### src/assert_macros.svh
// Assertion macros shared by the RTL modules.
`ifndef ASSERT_MACROS_SVH
`define ASSERT_MACROS_SVH

// Same-cycle implication, disabled during reset.
`define ASSERT_IMPL(label, clk, rst_n, ante, cons) \
    label: assert property (@(posedge clk) disable iff (!rst_n) (ante) |-> (cons)) \
        else $error("assertion failed");

// Next-cycle implication, disabled during reset.
`define ASSERT_NEXT(label, clk, rst_n, ante, cons) \
    label: assert property (@(posedge clk) disable iff (!rst_n) (ante) |=> (cons)) \
        else $error("assertion failed");

`endif

### src/fdq_pkg.sv
// Shared types and constants for the decimating FIR filter.
package fdq_pkg;

    localparam int SAMPLE_W   = 16;
    localparam int COEF_W     = 16;
    localparam int COEF_WORDS = 8;
    localparam int WORD_W     = 64;
    localparam int PADDR_W    = 6;
    localparam int QDEPTH     = 2;
    localparam int QPTR_W     = 1;
    localparam int QCNT_W     = 2;

    typedef struct packed {
        logic signed [SAMPLE_W-1:0] sample;
        logic                       emit;
    } fdq_entry_t;

endpackage

### src/fdq_front.sv
// Front end: accepts input words and tags each with an emit flag taken from its decimation phase.
module fdq_front import fdq_pkg::*; #(
    parameter int DECIMATION = 2
) (
    input  logic                       clk,
    input  logic                       rst_n,
    input  logic                       in_valid,
    output logic                       in_ready,
    input  logic signed [SAMPLE_W-1:0] sample_in,
    input  logic                       q_full,
    output logic                       push,
    output fdq_entry_t                 push_entry
);

    localparam int PH_W = (DECIMATION > 1) ? $clog2(DECIMATION) : 1;

    logic [PH_W-1:0] phase_reg;
    logic [PH_W-1:0] phase_next;

    assign in_ready          = !q_full;
    assign push              = in_valid && !q_full;
    assign push_entry.sample = sample_in;
    assign push_entry.emit   = (phase_reg == '0);

    always_comb
    begin
        phase_next = phase_reg;
        if (push)
        begin
            if (phase_reg == PH_W'(DECIMATION - 1))
                phase_next = '0;
            else
                phase_next = phase_reg + PH_W'(1);
        end
    end

    always_ff @(posedge clk or negedge rst_n)
    begin
        if (!rst_n)
            phase_reg <= '0;
        else
            phase_reg <= phase_next;
    end

endmodule

### src/fdq_queue.sv
// Two-entry queue between the front end and the MAC engine.
`include "assert_macros.svh"
module fdq_queue import fdq_pkg::*; (
    input  logic       clk,
    input  logic       rst_n,
    input  logic       push,
    input  fdq_entry_t push_entry,
    output logic       full,
    input  logic       pop,
    output logic       nonempty,
    output fdq_entry_t pop_entry
);

    fdq_entry_t        mem_reg [QDEPTH];
    logic [QPTR_W-1:0] wr_ptr_reg;
    logic [QPTR_W-1:0] wr_ptr_next;
    logic [QPTR_W-1:0] rd_ptr_reg;
    logic [QPTR_W-1:0] rd_ptr_next;
    logic [QCNT_W-1:0] count_reg;
    logic [QCNT_W-1:0] count_next;

    assign full      = (count_reg == QCNT_W'(QDEPTH));
    assign nonempty  = (count_reg != '0);
    assign pop_entry = mem_reg[rd_ptr_reg];

    always_comb
    begin
        wr_ptr_next = push ? wr_ptr_reg + QPTR_W'(1) : wr_ptr_reg;
        rd_ptr_next = pop ? rd_ptr_reg + QPTR_W'(1) : rd_ptr_reg;
        count_next  = count_reg;
        if (push && !pop)
            count_next = count_reg + QCNT_W'(1);
        else if (pop && !push)
            count_next = count_reg - QCNT_W'(1);
    end

    always_ff @(posedge clk or negedge rst_n)
    begin
        if (!rst_n)
        begin
            wr_ptr_reg <= '0;
            rd_ptr_reg <= '0;
            count_reg  <= '0;
        end
        else
        begin
            wr_ptr_reg <= wr_ptr_next;
            rd_ptr_reg <= rd_ptr_next;
            count_reg  <= count_next;
        end
    end

    always_ff @(posedge clk)
    begin
        if (push)
            mem_reg[wr_ptr_reg] <= push_entry;
    end

    `ASSERT_IMPL(a_no_overflow, clk, rst_n, push, !full)
    `ASSERT_IMPL(a_no_underflow, clk, rst_n, pop, nonempty)

endmodule

### src/fdq_back.sv
// Back end: history line, shared MAC, rounding/saturation and output register.
`include "assert_macros.svh"
module fdq_back import fdq_pkg::*; #(
    parameter int TAP_COUNT = 31
) (
    input  logic                          clk,
    input  logic                          rst_n,
    input  logic                          nonempty,
    input  fdq_entry_t                    pop_entry,
    output logic                          pop,
    input  logic [COEF_WORDS*WORD_W-1:0]  coef_bits,
    output logic                          out_valid,
    input  logic                          out_ready,
    output logic signed [SAMPLE_W-1:0]    sample_out
);

    localparam int IDX_W  = (TAP_COUNT > 1) ? $clog2(TAP_COUNT) : 1;
    localparam int PROD_W = SAMPLE_W + COEF_W;
    localparam int ACC_W  = PROD_W + $clog2(TAP_COUNT + 1);
    localparam int SH_W   = ACC_W - 15;

    localparam logic [1:0] ST_IDLE  = 2'd0;
    localparam logic [1:0] ST_MAC   = 2'd1;
    localparam logic [1:0] ST_DRAIN = 2'd2;
    localparam logic [1:0] ST_DONE  = 2'd3;

    logic [1:0]                 state_reg;
    logic [1:0]                 state_next;
    logic [IDX_W-1:0]           idx_reg;
    logic [IDX_W-1:0]           idx_next;
    logic signed [SAMPLE_W-1:0] hist_reg [TAP_COUNT];
    logic signed [PROD_W-1:0]   prod_reg;
    logic signed [PROD_W-1:0]   prod_next;
    logic signed [ACC_W-1:0]    acc_reg;
    logic signed [ACC_W-1:0]    acc_next;
    logic                       out_valid_reg;
    logic                       out_valid_next;
    logic signed [SAMPLE_W-1:0] out_data_reg;
    logic signed [SAMPLE_W-1:0] out_data_next;
    logic signed [COEF_W-1:0]   coef_sel;
    logic signed [SAMPLE_W-1:0] hist_sel;
    logic signed [ACC_W-1:0]    acc_rnd;
    logic [SH_W-1:0]            shifted;
    logic [SH_W-16:0]           upper;
    logic                       fits;
    logic signed [SAMPLE_W-1:0] sat_val;
    logic                       out_free;
    logic                       last_tap;

    assign out_valid  = out_valid_reg;
    assign sample_out = out_data_reg;
    assign out_free   = !out_valid_reg || out_ready;
    assign pop        = (state_reg == ST_IDLE) && nonempty;
    assign last_tap   = (idx_reg == IDX_W'(TAP_COUNT - 1));

    assign coef_sel  = coef_bits[COEF_W*int'(idx_reg) +: COEF_W];
    assign hist_sel  = hist_reg[idx_reg];
    assign prod_next = hist_sel * coef_sel;

    // +0.5 LSB then floor shift by 15; saturate when the top bits disagree
    assign acc_rnd = acc_reg + ACC_W'(1 << 14);
    assign shifted = acc_rnd[ACC_W-1:15];
    assign upper   = shifted[SH_W-1:15];
    assign fits    = (&upper) || !(|upper);
    assign sat_val = fits ? shifted[SAMPLE_W-1:0]
                   : (upper[SH_W-16] ? 16'sh8000 : 16'sh7fff);

    always_comb
    begin
        state_next     = state_reg;
        idx_next       = idx_reg;
        acc_next       = acc_reg;
        out_data_next  = out_data_reg;
        out_valid_next = out_valid_reg && !out_ready;
        case (state_reg)
            ST_IDLE:
            begin
                if (pop && pop_entry.emit)
                begin
                    idx_next   = '0;
                    acc_next   = '0;
                    state_next = ST_MAC;
                end
            end
            ST_MAC:
            begin
                if (idx_reg != '0)
                    acc_next = acc_reg + ACC_W'(prod_reg);
                if (last_tap)
                    state_next = ST_DRAIN;
                else
                    idx_next = idx_reg + IDX_W'(1);
            end
            ST_DRAIN:
            begin
                acc_next   = acc_reg + ACC_W'(prod_reg);
                state_next = ST_DONE;
            end
            ST_DONE:
            begin
                if (out_free)
                begin
                    out_data_next  = sat_val;
                    out_valid_next = 1'b1;
                    state_next     = ST_IDLE;
                end
            end
            default:
            begin
                state_next = ST_IDLE;
            end
        endcase
    end

    always_ff @(posedge clk or negedge rst_n)
    begin
        if (!rst_n)
        begin
            state_reg     <= ST_IDLE;
            idx_reg       <= '0;
            out_valid_reg <= 1'b0;
            for (int i = 0; i < TAP_COUNT; i++)
                hist_reg[i] <= '0;
        end
        else
        begin
            state_reg     <= state_next;
            idx_reg       <= idx_next;
            out_valid_reg <= out_valid_next;
            if (pop)
            begin
                hist_reg[0] <= pop_entry.sample;
                for (int i = 1; i < TAP_COUNT; i++)
                    hist_reg[i] <= hist_reg[i-1];
            end
        end
    end

    always_ff @(posedge clk)
    begin
        prod_reg     <= prod_next;
        acc_reg      <= acc_next;
        out_data_reg <= out_data_next;
    end

    `ASSERT_IMPL(a_out_from_done, clk, rst_n, $rose(out_valid_reg), $past(state_reg) == ST_DONE)
    `ASSERT_NEXT(a_idx_step, clk, rst_n, (state_reg == ST_MAC) && !last_tap, idx_reg == $past(idx_reg) + IDX_W'(1))

endmodule

### src/fir_decimator_q15.sv
// Top level of the decimating Q15 FIR filter: config registers and block wiring.
//
// Input channel (in_valid/in_ready/sample_in) takes one signed Q15 word per
// handshake into a two-entry queue. The first word after reset and every
// DECIMATION-th word after it produces one output word on the
// out_valid/out_ready/sample_out channel; other words only update history.
// A non-emitting word only shifts the history; an emitting word also runs the
// single shared multiply-accumulate unit over all TAP_COUNT taps, and the
// engine takes no new word from the queue until that sum is in the output register.
// After an emitting word, the engine steps through the MAC, DRAIN and DONE
// states, then registers the result and raises out_valid.
// A stalled receiver holds the result in the output register; the engine
// finishes the next sum and waits, and the queue fills and deasserts in_ready.
// Reset clears history to zero, phase to zero and all coefficients to zero.
// Coefficients are written over APB, four 16-bit taps per 64-bit register,
// at byte address 8*i; write them only while the filter is idle.
module fir_decimator_q15 import fdq_pkg::*; #(
    parameter int TAP_COUNT  = 31,
    parameter int DECIMATION = 2
) (
    input  logic                       clk,
    input  logic                       rst_n,
    input  logic                       in_valid,
    output logic                       in_ready,
    input  logic signed [SAMPLE_W-1:0] sample_in,
    output logic                       out_valid,
    input  logic                       out_ready,
    output logic signed [SAMPLE_W-1:0] sample_out,
    input  logic                       psel,
    input  logic                       penable,
    input  logic                       pwrite,
    input  logic [PADDR_W-1:0]         paddr,
    input  logic [WORD_W-1:0]          pwdata,
    output logic [WORD_W-1:0]          prdata,
    output logic                       pready
);

    logic [WORD_W-1:0]            coef_reg [COEF_WORDS];
    logic [COEF_WORDS*WORD_W-1:0] coef_bits;
    logic [2:0]                   reg_idx;
    logic                         push;
    fdq_entry_t                   push_entry;
    logic                         q_full;
    logic                         pop;
    logic                         nonempty;
    fdq_entry_t                   pop_entry;

    assign pready  = 1'b1;
    assign reg_idx = paddr[5:3];
    assign prdata  = coef_reg[reg_idx];

    always_comb
    begin
        for (int i = 0; i < COEF_WORDS; i++)
            coef_bits[i*WORD_W +: WORD_W] = coef_reg[i];
    end

    always_ff @(posedge clk or negedge rst_n)
    begin
        if (!rst_n)
        begin
            for (int i = 0; i < COEF_WORDS; i++)
                coef_reg[i] <= '0;
        end
        else if (psel && penable && pwrite)
        begin
            coef_reg[reg_idx] <= pwdata;
        end
    end

    fdq_front #(
        .DECIMATION (DECIMATION)
    ) u_front (
        .clk        (clk),
        .rst_n      (rst_n),
        .in_valid   (in_valid),
        .in_ready   (in_ready),
        .sample_in  (sample_in),
        .q_full     (q_full),
        .push       (push),
        .push_entry (push_entry)
    );

    fdq_queue u_queue (
        .clk        (clk),
        .rst_n      (rst_n),
        .push       (push),
        .push_entry (push_entry),
        .full       (q_full),
        .pop        (pop),
        .nonempty   (nonempty),
        .pop_entry  (pop_entry)
    );

    fdq_back #(
        .TAP_COUNT (TAP_COUNT)
    ) u_back (
        .clk        (clk),
        .rst_n      (rst_n),
        .nonempty   (nonempty),
        .pop_entry  (pop_entry),
        .pop        (pop),
        .coef_bits  (coef_bits),
        .out_valid  (out_valid),
        .out_ready  (out_ready),
        .sample_out (sample_out)
    );

endmodule
### config.mk
export PLATFORM = sky130hd
export DESIGN_NAME = fir_decimator_q15
export DESIGN_NICKNAME = d
export VERILOG_FILES = /design/src/fdq_pkg.sv /design/src/fdq_front.sv /design/src/fdq_queue.sv /design/src/fdq_back.sv /design/src/fir_decimator_q15.sv
export VERILOG_INCLUDE_DIRS = /design/src /design/src/src
export SDC_FILE = /design/constraint.sdc
export NUM_CORES = 2
export LEC_CHECK = 0
export ABC_AREA = 1
export BUFFER_PORTS_ARGS = -buffer_cell sky130_fd_sc_hd__buf_2
export CORE_MARGIN = 1.5
export CORE_UTILIZATION = 28
export DETAILED_ROUTE_END_ITERATION = 10
export SLEW_MARGIN = 10
export SYNTH_ARGS = -nofsm -noshare
export SYNTH_HDL_FRONTEND = slang
export SYNTH_SLANG_ARGS = --single-unit
export TNS_END_PERCENT = 30
### constraint.sdc
create_clock -name clk -period 6 [get_ports clk]
set_input_delay 1.2 -clock clk [delete_from_list [all_inputs] [get_ports clk]]
set_output_delay 1.2 -clock clk [all_outputs]
set_load 0.03 [all_outputs]
## Word level (Yosys, flattened, before mapping)

Memories as Yosys holds them, arrays and structs flattened.
Index checks and enable logic that the tools add are counted.

- Add/subtract/negate cells: 8
- $mul: 1
- $lt $le $gt $ge: 3
- Eq/ne operators: 10
- Shift operators: 1
- Mux-type cells: 28
- Bitwise gates (word level): 3
- Reductions and logical operators: 29

Operator list:

| cell | count |
|---|---|
| bitwise mux 512 bit | 1 |
| variable part select 512 x 10 -> 16 bit | 1 |
| binary-select mux 64 bit (select 3 bit) | 1 |
| demux 64 bit (select 3 bit) | 1 |
| 2-to-1 mux 64 bit | 3 |
| one-hot mux 37 bit (3 select lines) | 1 |
| binary-select mux 16 bit (select 5 bit) | 1 |
| 2-to-1 mux 37 bit | 2 |
| 2-to-1 mux 16 bit | 4 |
| adder 37 x 16 -> 37 bit (second input constant) | 1 |
| adder 37 x 32 -> 37 bit | 1 |
| multiplier 16 x 16 -> 32 bit | 1 |
| 2-to-1 mux 2 bit | 5 |
| 2-to-1 mux 5 bit | 2 |
| one-hot mux 5 bit (2 select lines) | 1 |
| logical AND 1 bit | 9 |
| AND reduction 3 bit | 3 |
| one-hot mux 2 bit (4 select lines) | 1 |
| AND reduction 7 bit | 1 |
| OR reduction 7 bit | 1 |
| == test 2 bit (second input constant) | 3 |
| greater-or-equal comparator 6 bit (second input constant) | 1 |
| zero test 1 bit | 6 |
| inequality test 2 x 1 -> 1 bit (second input constant) | 3 |
| 19 further kinds | 29 |

- Flip-flop bits (word level): 1,106
- RAM bits: 34
- Output and inout bits: 83
- Word-level logic and storage cells: 133
- Memories kept: 1

Memory list:

| memory | depth | width | read ports | clocked after Yosys merged registers in | wr ports | line | source |
|---|---|---|---|---|---|---|---|
| u_queue.mem_reg | 2 | 17 | 1 | 0 | 1 | fdq_queue.sv:14 | `fdq_entry_t mem_reg [QDEPTH];` |

## Depth between registers and ports, before layout

- Word-level depth: 7
- Mapped depth: 37
- Gate-level depth less buffers: 34

## Modules after synthesis

A second synthesis with hierarchy kept.

- Cell total of the unflattened synthesis: 9,354
- Area total of the unflattened synthesis: 69,720.6 um2

By module, submodules not included:

| module | times used | cells an instance | area each (um2) |
|---|---|---|---|
| fdq_back | 1 | 5,725 | 43,000.0 |
| fir_decimator_q15 | 1 | 3,527 | 25,061.5 |
| fdq_queue | 1 | 78 | 1,483.9 |
| fdq_front | 1 | 24 | 175.2 |

## Least setup slack after synthesis

No wires, ideal clock.

- Path type: reg-to-reg
- Start point: reg u_back.idx_reg[0]
- End point: reg u_back.prod_reg[31]
- Setup time: 0.112 ns
- Data arrival time: 6.342 ns
- Data required time: 5.888 ns
- Path slack: -0.454 ns
- Stages on the path, launching flop included: 34
- Clock period less this slack: 6.454 ns
- Path through: dfrtp_1 buf_6 nand2_2 buf_6 buf_6 o221ai_1 nand2_1 nand3_1 nor2_1 inv_1 nand2_1 buf_4 nor2_2 inv_1 fa_1 inv_1 fa_1 inv_1 fa_1 inv_1 fa_1 inv_1 fa_1 fa_1 inv_1 ha_1 nand4_1 inv_1 nand2_1 or2_2 nand3_1 inv_1 nand2_1 nand2_1

- Cells in the longest elaborated chain, start to end: 5
- Elaborated cells on any way between the ends: 6

RTL lines:

| what | line | source |
|---|---|---|
| start, declared | fdq_back.sv:29 | `logic [IDX_W-1:0] idx_reg;` |
| start signal, assigned | fdq_back.sv:128 | `idx_reg <= idx_next;` |
| branches (longest 4 deep; another with variable part select 512 x 10 -> 16 bit) | -- |  |
| multiplier 16 x 16 -> 32 bit * | fdq_back.sv:58 | `assign prod_next = hist_sel * coef_sel;` |
| net u_back.prod_next[31] | fdq_back.sv:33 | `logic signed [PROD_W-1:0] prod_next;` |
| end signal, assigned | fdq_back.sv:141 | `prod_reg <= prod_next;` |
| end, declared | fdq_back.sv:32 | `logic signed [PROD_W-1:0] prod_reg;` |

Mark *: on every way through the listed nets, which the timed path passes. The select of a mux whose other input is x is not followed.
A chain may end at the register's enable or synchronous reset.

## Worst setup path in the final report

Same ends and word-level chain as after synthesis.

==> flow_summary_export.csv <==
group,metric,value,unit
sta,holdWs,0.372,ns
sta,rsz0062_at_grt,"true",
drt,via_per_inst,5.01,
worst_hold_path,hold_path_class,"in2async",
sta,finalWorstSetupSlack,-0.898,ns
critical_path,crit_fanout,7,
cts,insertion_delay,0.82,ns
sta,hold_viol,0,
floorplan,core-area,236000,um^2
drt,drt-pass1-iter-count,6,
synth,yosysSeqAreaShare,43.3,%
placement,hpwl,174000,um
critical_path,worstSetupStartpointType,"flop",
placement,post-place-ws,-1.04,ns
cts,clockRootBuffer,"clkbuf_16",
drt,dr.first_iter.drc_count,6064,
critical_path,critPathKind,"reg2reg",
sta,slew_headroom,24.0,%
critical_path,critPathCaptureType,"flop",
synth,ys_seq_elements,1140,
cells_and_area,fin_nets,9610,
sta,fin_crit,6.90,ns
synth,syn-num-nets,8752,
sta,fin_crit_sh,115,%
cells_and_area,final_common_cell,"nand2_1",
drt,ant_nets,0,
placement,post_dp_cell_area,77800,um^2
cells_and_area,syn_to_final_growth,28.0,%
sta,skew,0.0690,ns
floorplan,die_x,490,um
grt,grt_start_max_net_pins,264,
placement,port_buffers,171,
grt,grtUsageTotal,20.2,%
critical_path,arrival,7.58,ns
grt,grt_pass1_vias,61400,
critical_path,critical-path-slowest-cell,"fa_1",
synth,yosysUniqueCellTypes,59,
cts,numClockSinks,1140,
critical_path,worst-endpoint-required,6.68,ns
run_status,violations,"setup timing",
floorplan,row_count,178,
grt,antenna_found_initial,39,
floorplan,ioPinCount,176,
cts,cts_tree,"done",
drt,wire_per_inst,20.5,um
sta,worstMarginPinSlew,1.14,ns
grt,overflow,0,
critical_path,max_stage_delay,0.57,ns
synth,synth_edf_count,87,
synth,syn_area_per_cell,8.05,um^2
floorplan,design.die.area,241000,um^2
grt,grt_pass1_wl,375000,um
run_status,status,"finished with violations",
cells_and_area,layout_common_cells,"nand2_1, inv_1, o21ai_0, dfrtp_1, buf_4",
cts,cts.htree.levels,4,
cells_and_area,largest_reg_flops,512,
flow_run,drv_cap,0,
synth,synth-main-ff-cell,"dfrtp_1",
cts,cts_buffers,131,
cts,path_clk_slew,0.07,ns
sta,max_freq,145,MHz
cells_and_area,stdcell_area,85200,um^2
drt,drt-total-wl,254000,um
synth,synth_warnings,0,
floorplan,initial_core_util,28.2,%
floorplan,dieHeight,490,um
sta,setup-violations-final,24,
placement,gp_congestion,0.917,
drt,drc,0,
synth,postSynthCellCount,8269,
cells_and_area,drive_gt1_share,19.3,%
synth,async_flop_share,89.6,%
cts,cts_max_path_buffers,3,
drt,vias,62200,
critical_path,reg2reg_depth,34,
synth,mappedNetlistArea,66500,um^2
sta,finalMaxSlewViolations,0,
-- per-layer routing --
layer	GRT usage, %	wire length, um	vias up
li1	-	-	28600
met1	25.7	103000	30400
met2	33.0	117000	2554
met3	3.82	20200	661
met4	9.49	13000	16
met5	0	102	-
-- critical path: cells and delay by family, from the launching register on --
family / cells / cell delay, ns
compound gates: 3 / 0.43
buf+inv: 14 / 1.55
flops: 1 / 0.49
simple gates: 10 / 0.98
fa+ha+maj: 7 / 3.30
-- cell type report --
cell class                 count  area (um^2)
clock buffer                 186         3840
antenna                       22         55.1
clock inverter                53          783
timing repair buffer        1200        10800
timing repair inverter         2         22.5
multi-input combinational   5477        32500
sequential                  1140        28800
tap                         3150         3940
inverter                    1175         4490
fill                       24200       150000
-- path summary, 6_finish.rpt --
| check | slack (ns) | endpoint | start |
|---|---|---|---|
| max | -0.90 | u_back.prod_reg[31] | u_back.idx_reg[0] |
| min | 0.37 | coef_bits[100] | rst_n |
| max reg2reg | -0.90 | u_back.prod_reg[31] | u_back.idx_reg[0] |
| min reg2reg | 0.47 | u_back.hist_reg[8] | u_back.hist_reg[8] |
| max in group asynchronous | 4.12 | u_back.hist_reg[324] | rst_n |
| min in group clk | 0.47 | u_back.hist_reg[8] | u_back.hist_reg[8] |
-- what timing repair did --
action / in CTS / in global routing
pin swaps: 16 / 120
endpoints found under the hold margin: 0 / 0
endpoints found under the setup margin: 24 / 25
setup buffers: 12 / 55
hold buffers: 0 / 0
resized for setup: 89 / 320
gates cloned: 5 / 17
-- synthesized netlist by cell type (20+ instances only) --
library cell / n / area (um^2)
xor2_1: 30 / 263
a22oi_1: 88 / 661
o21ai_0: 1168 / 5850
clkbuf_1: 254 / 953
buf_6: 31 / 349
a221oi_1: 74 / 648
nand3_1: 210 / 1050
buf_4: 43 / 323
ha_1: 127 / 1590
xnor2_1: 23 / 201
fa_1: 263 / 5270
dfxtp_1: 32 / 641
o221ai_1: 98 / 858
a31oi_1: 21 / 131
inv_1: 1156 / 4340
o211ai_1: 62 / 465
edfxtp_1: 87 / 2610
a21oi_1: 261 / 1310
nor2_2: 21 / 131
o22ai_1: 92 / 576
buf_2: 131 / 656
nand2_1: 2146 / 8060
dfrtp_1: 1021 / 25500
nor3_1: 20 / 100
nand4_1: 86 / 538
nor2_1: 536 / 2010
o2111ai_1: 44 / 385
-- stage by stage --
stage | util [%] | cells | TNS (ns)
floorplan | - | 8269 | -0.137
global placement | 33.0 | 12100 | -20.11
detailed placement | 33.0 | 12100 | -20.87
CTS | 35.2 | 12300 | -16.47
global route | 36.1 | 12400 | -21.63
finish | 36.1 | 12400 | -17.08
-- cells by family after synthesis --
kind of cell	share of synthesized area (%)
simple gates	18.2
xor+xnor	0.698
buf+inv	10.2
fa+ha+maj	10.3
compound gates	17.3
flops	43.3
other cells	0.00564
Power is not shown: default switching activity piles up to over one toggle a cycle in this logic, so the estimate is an artifact.
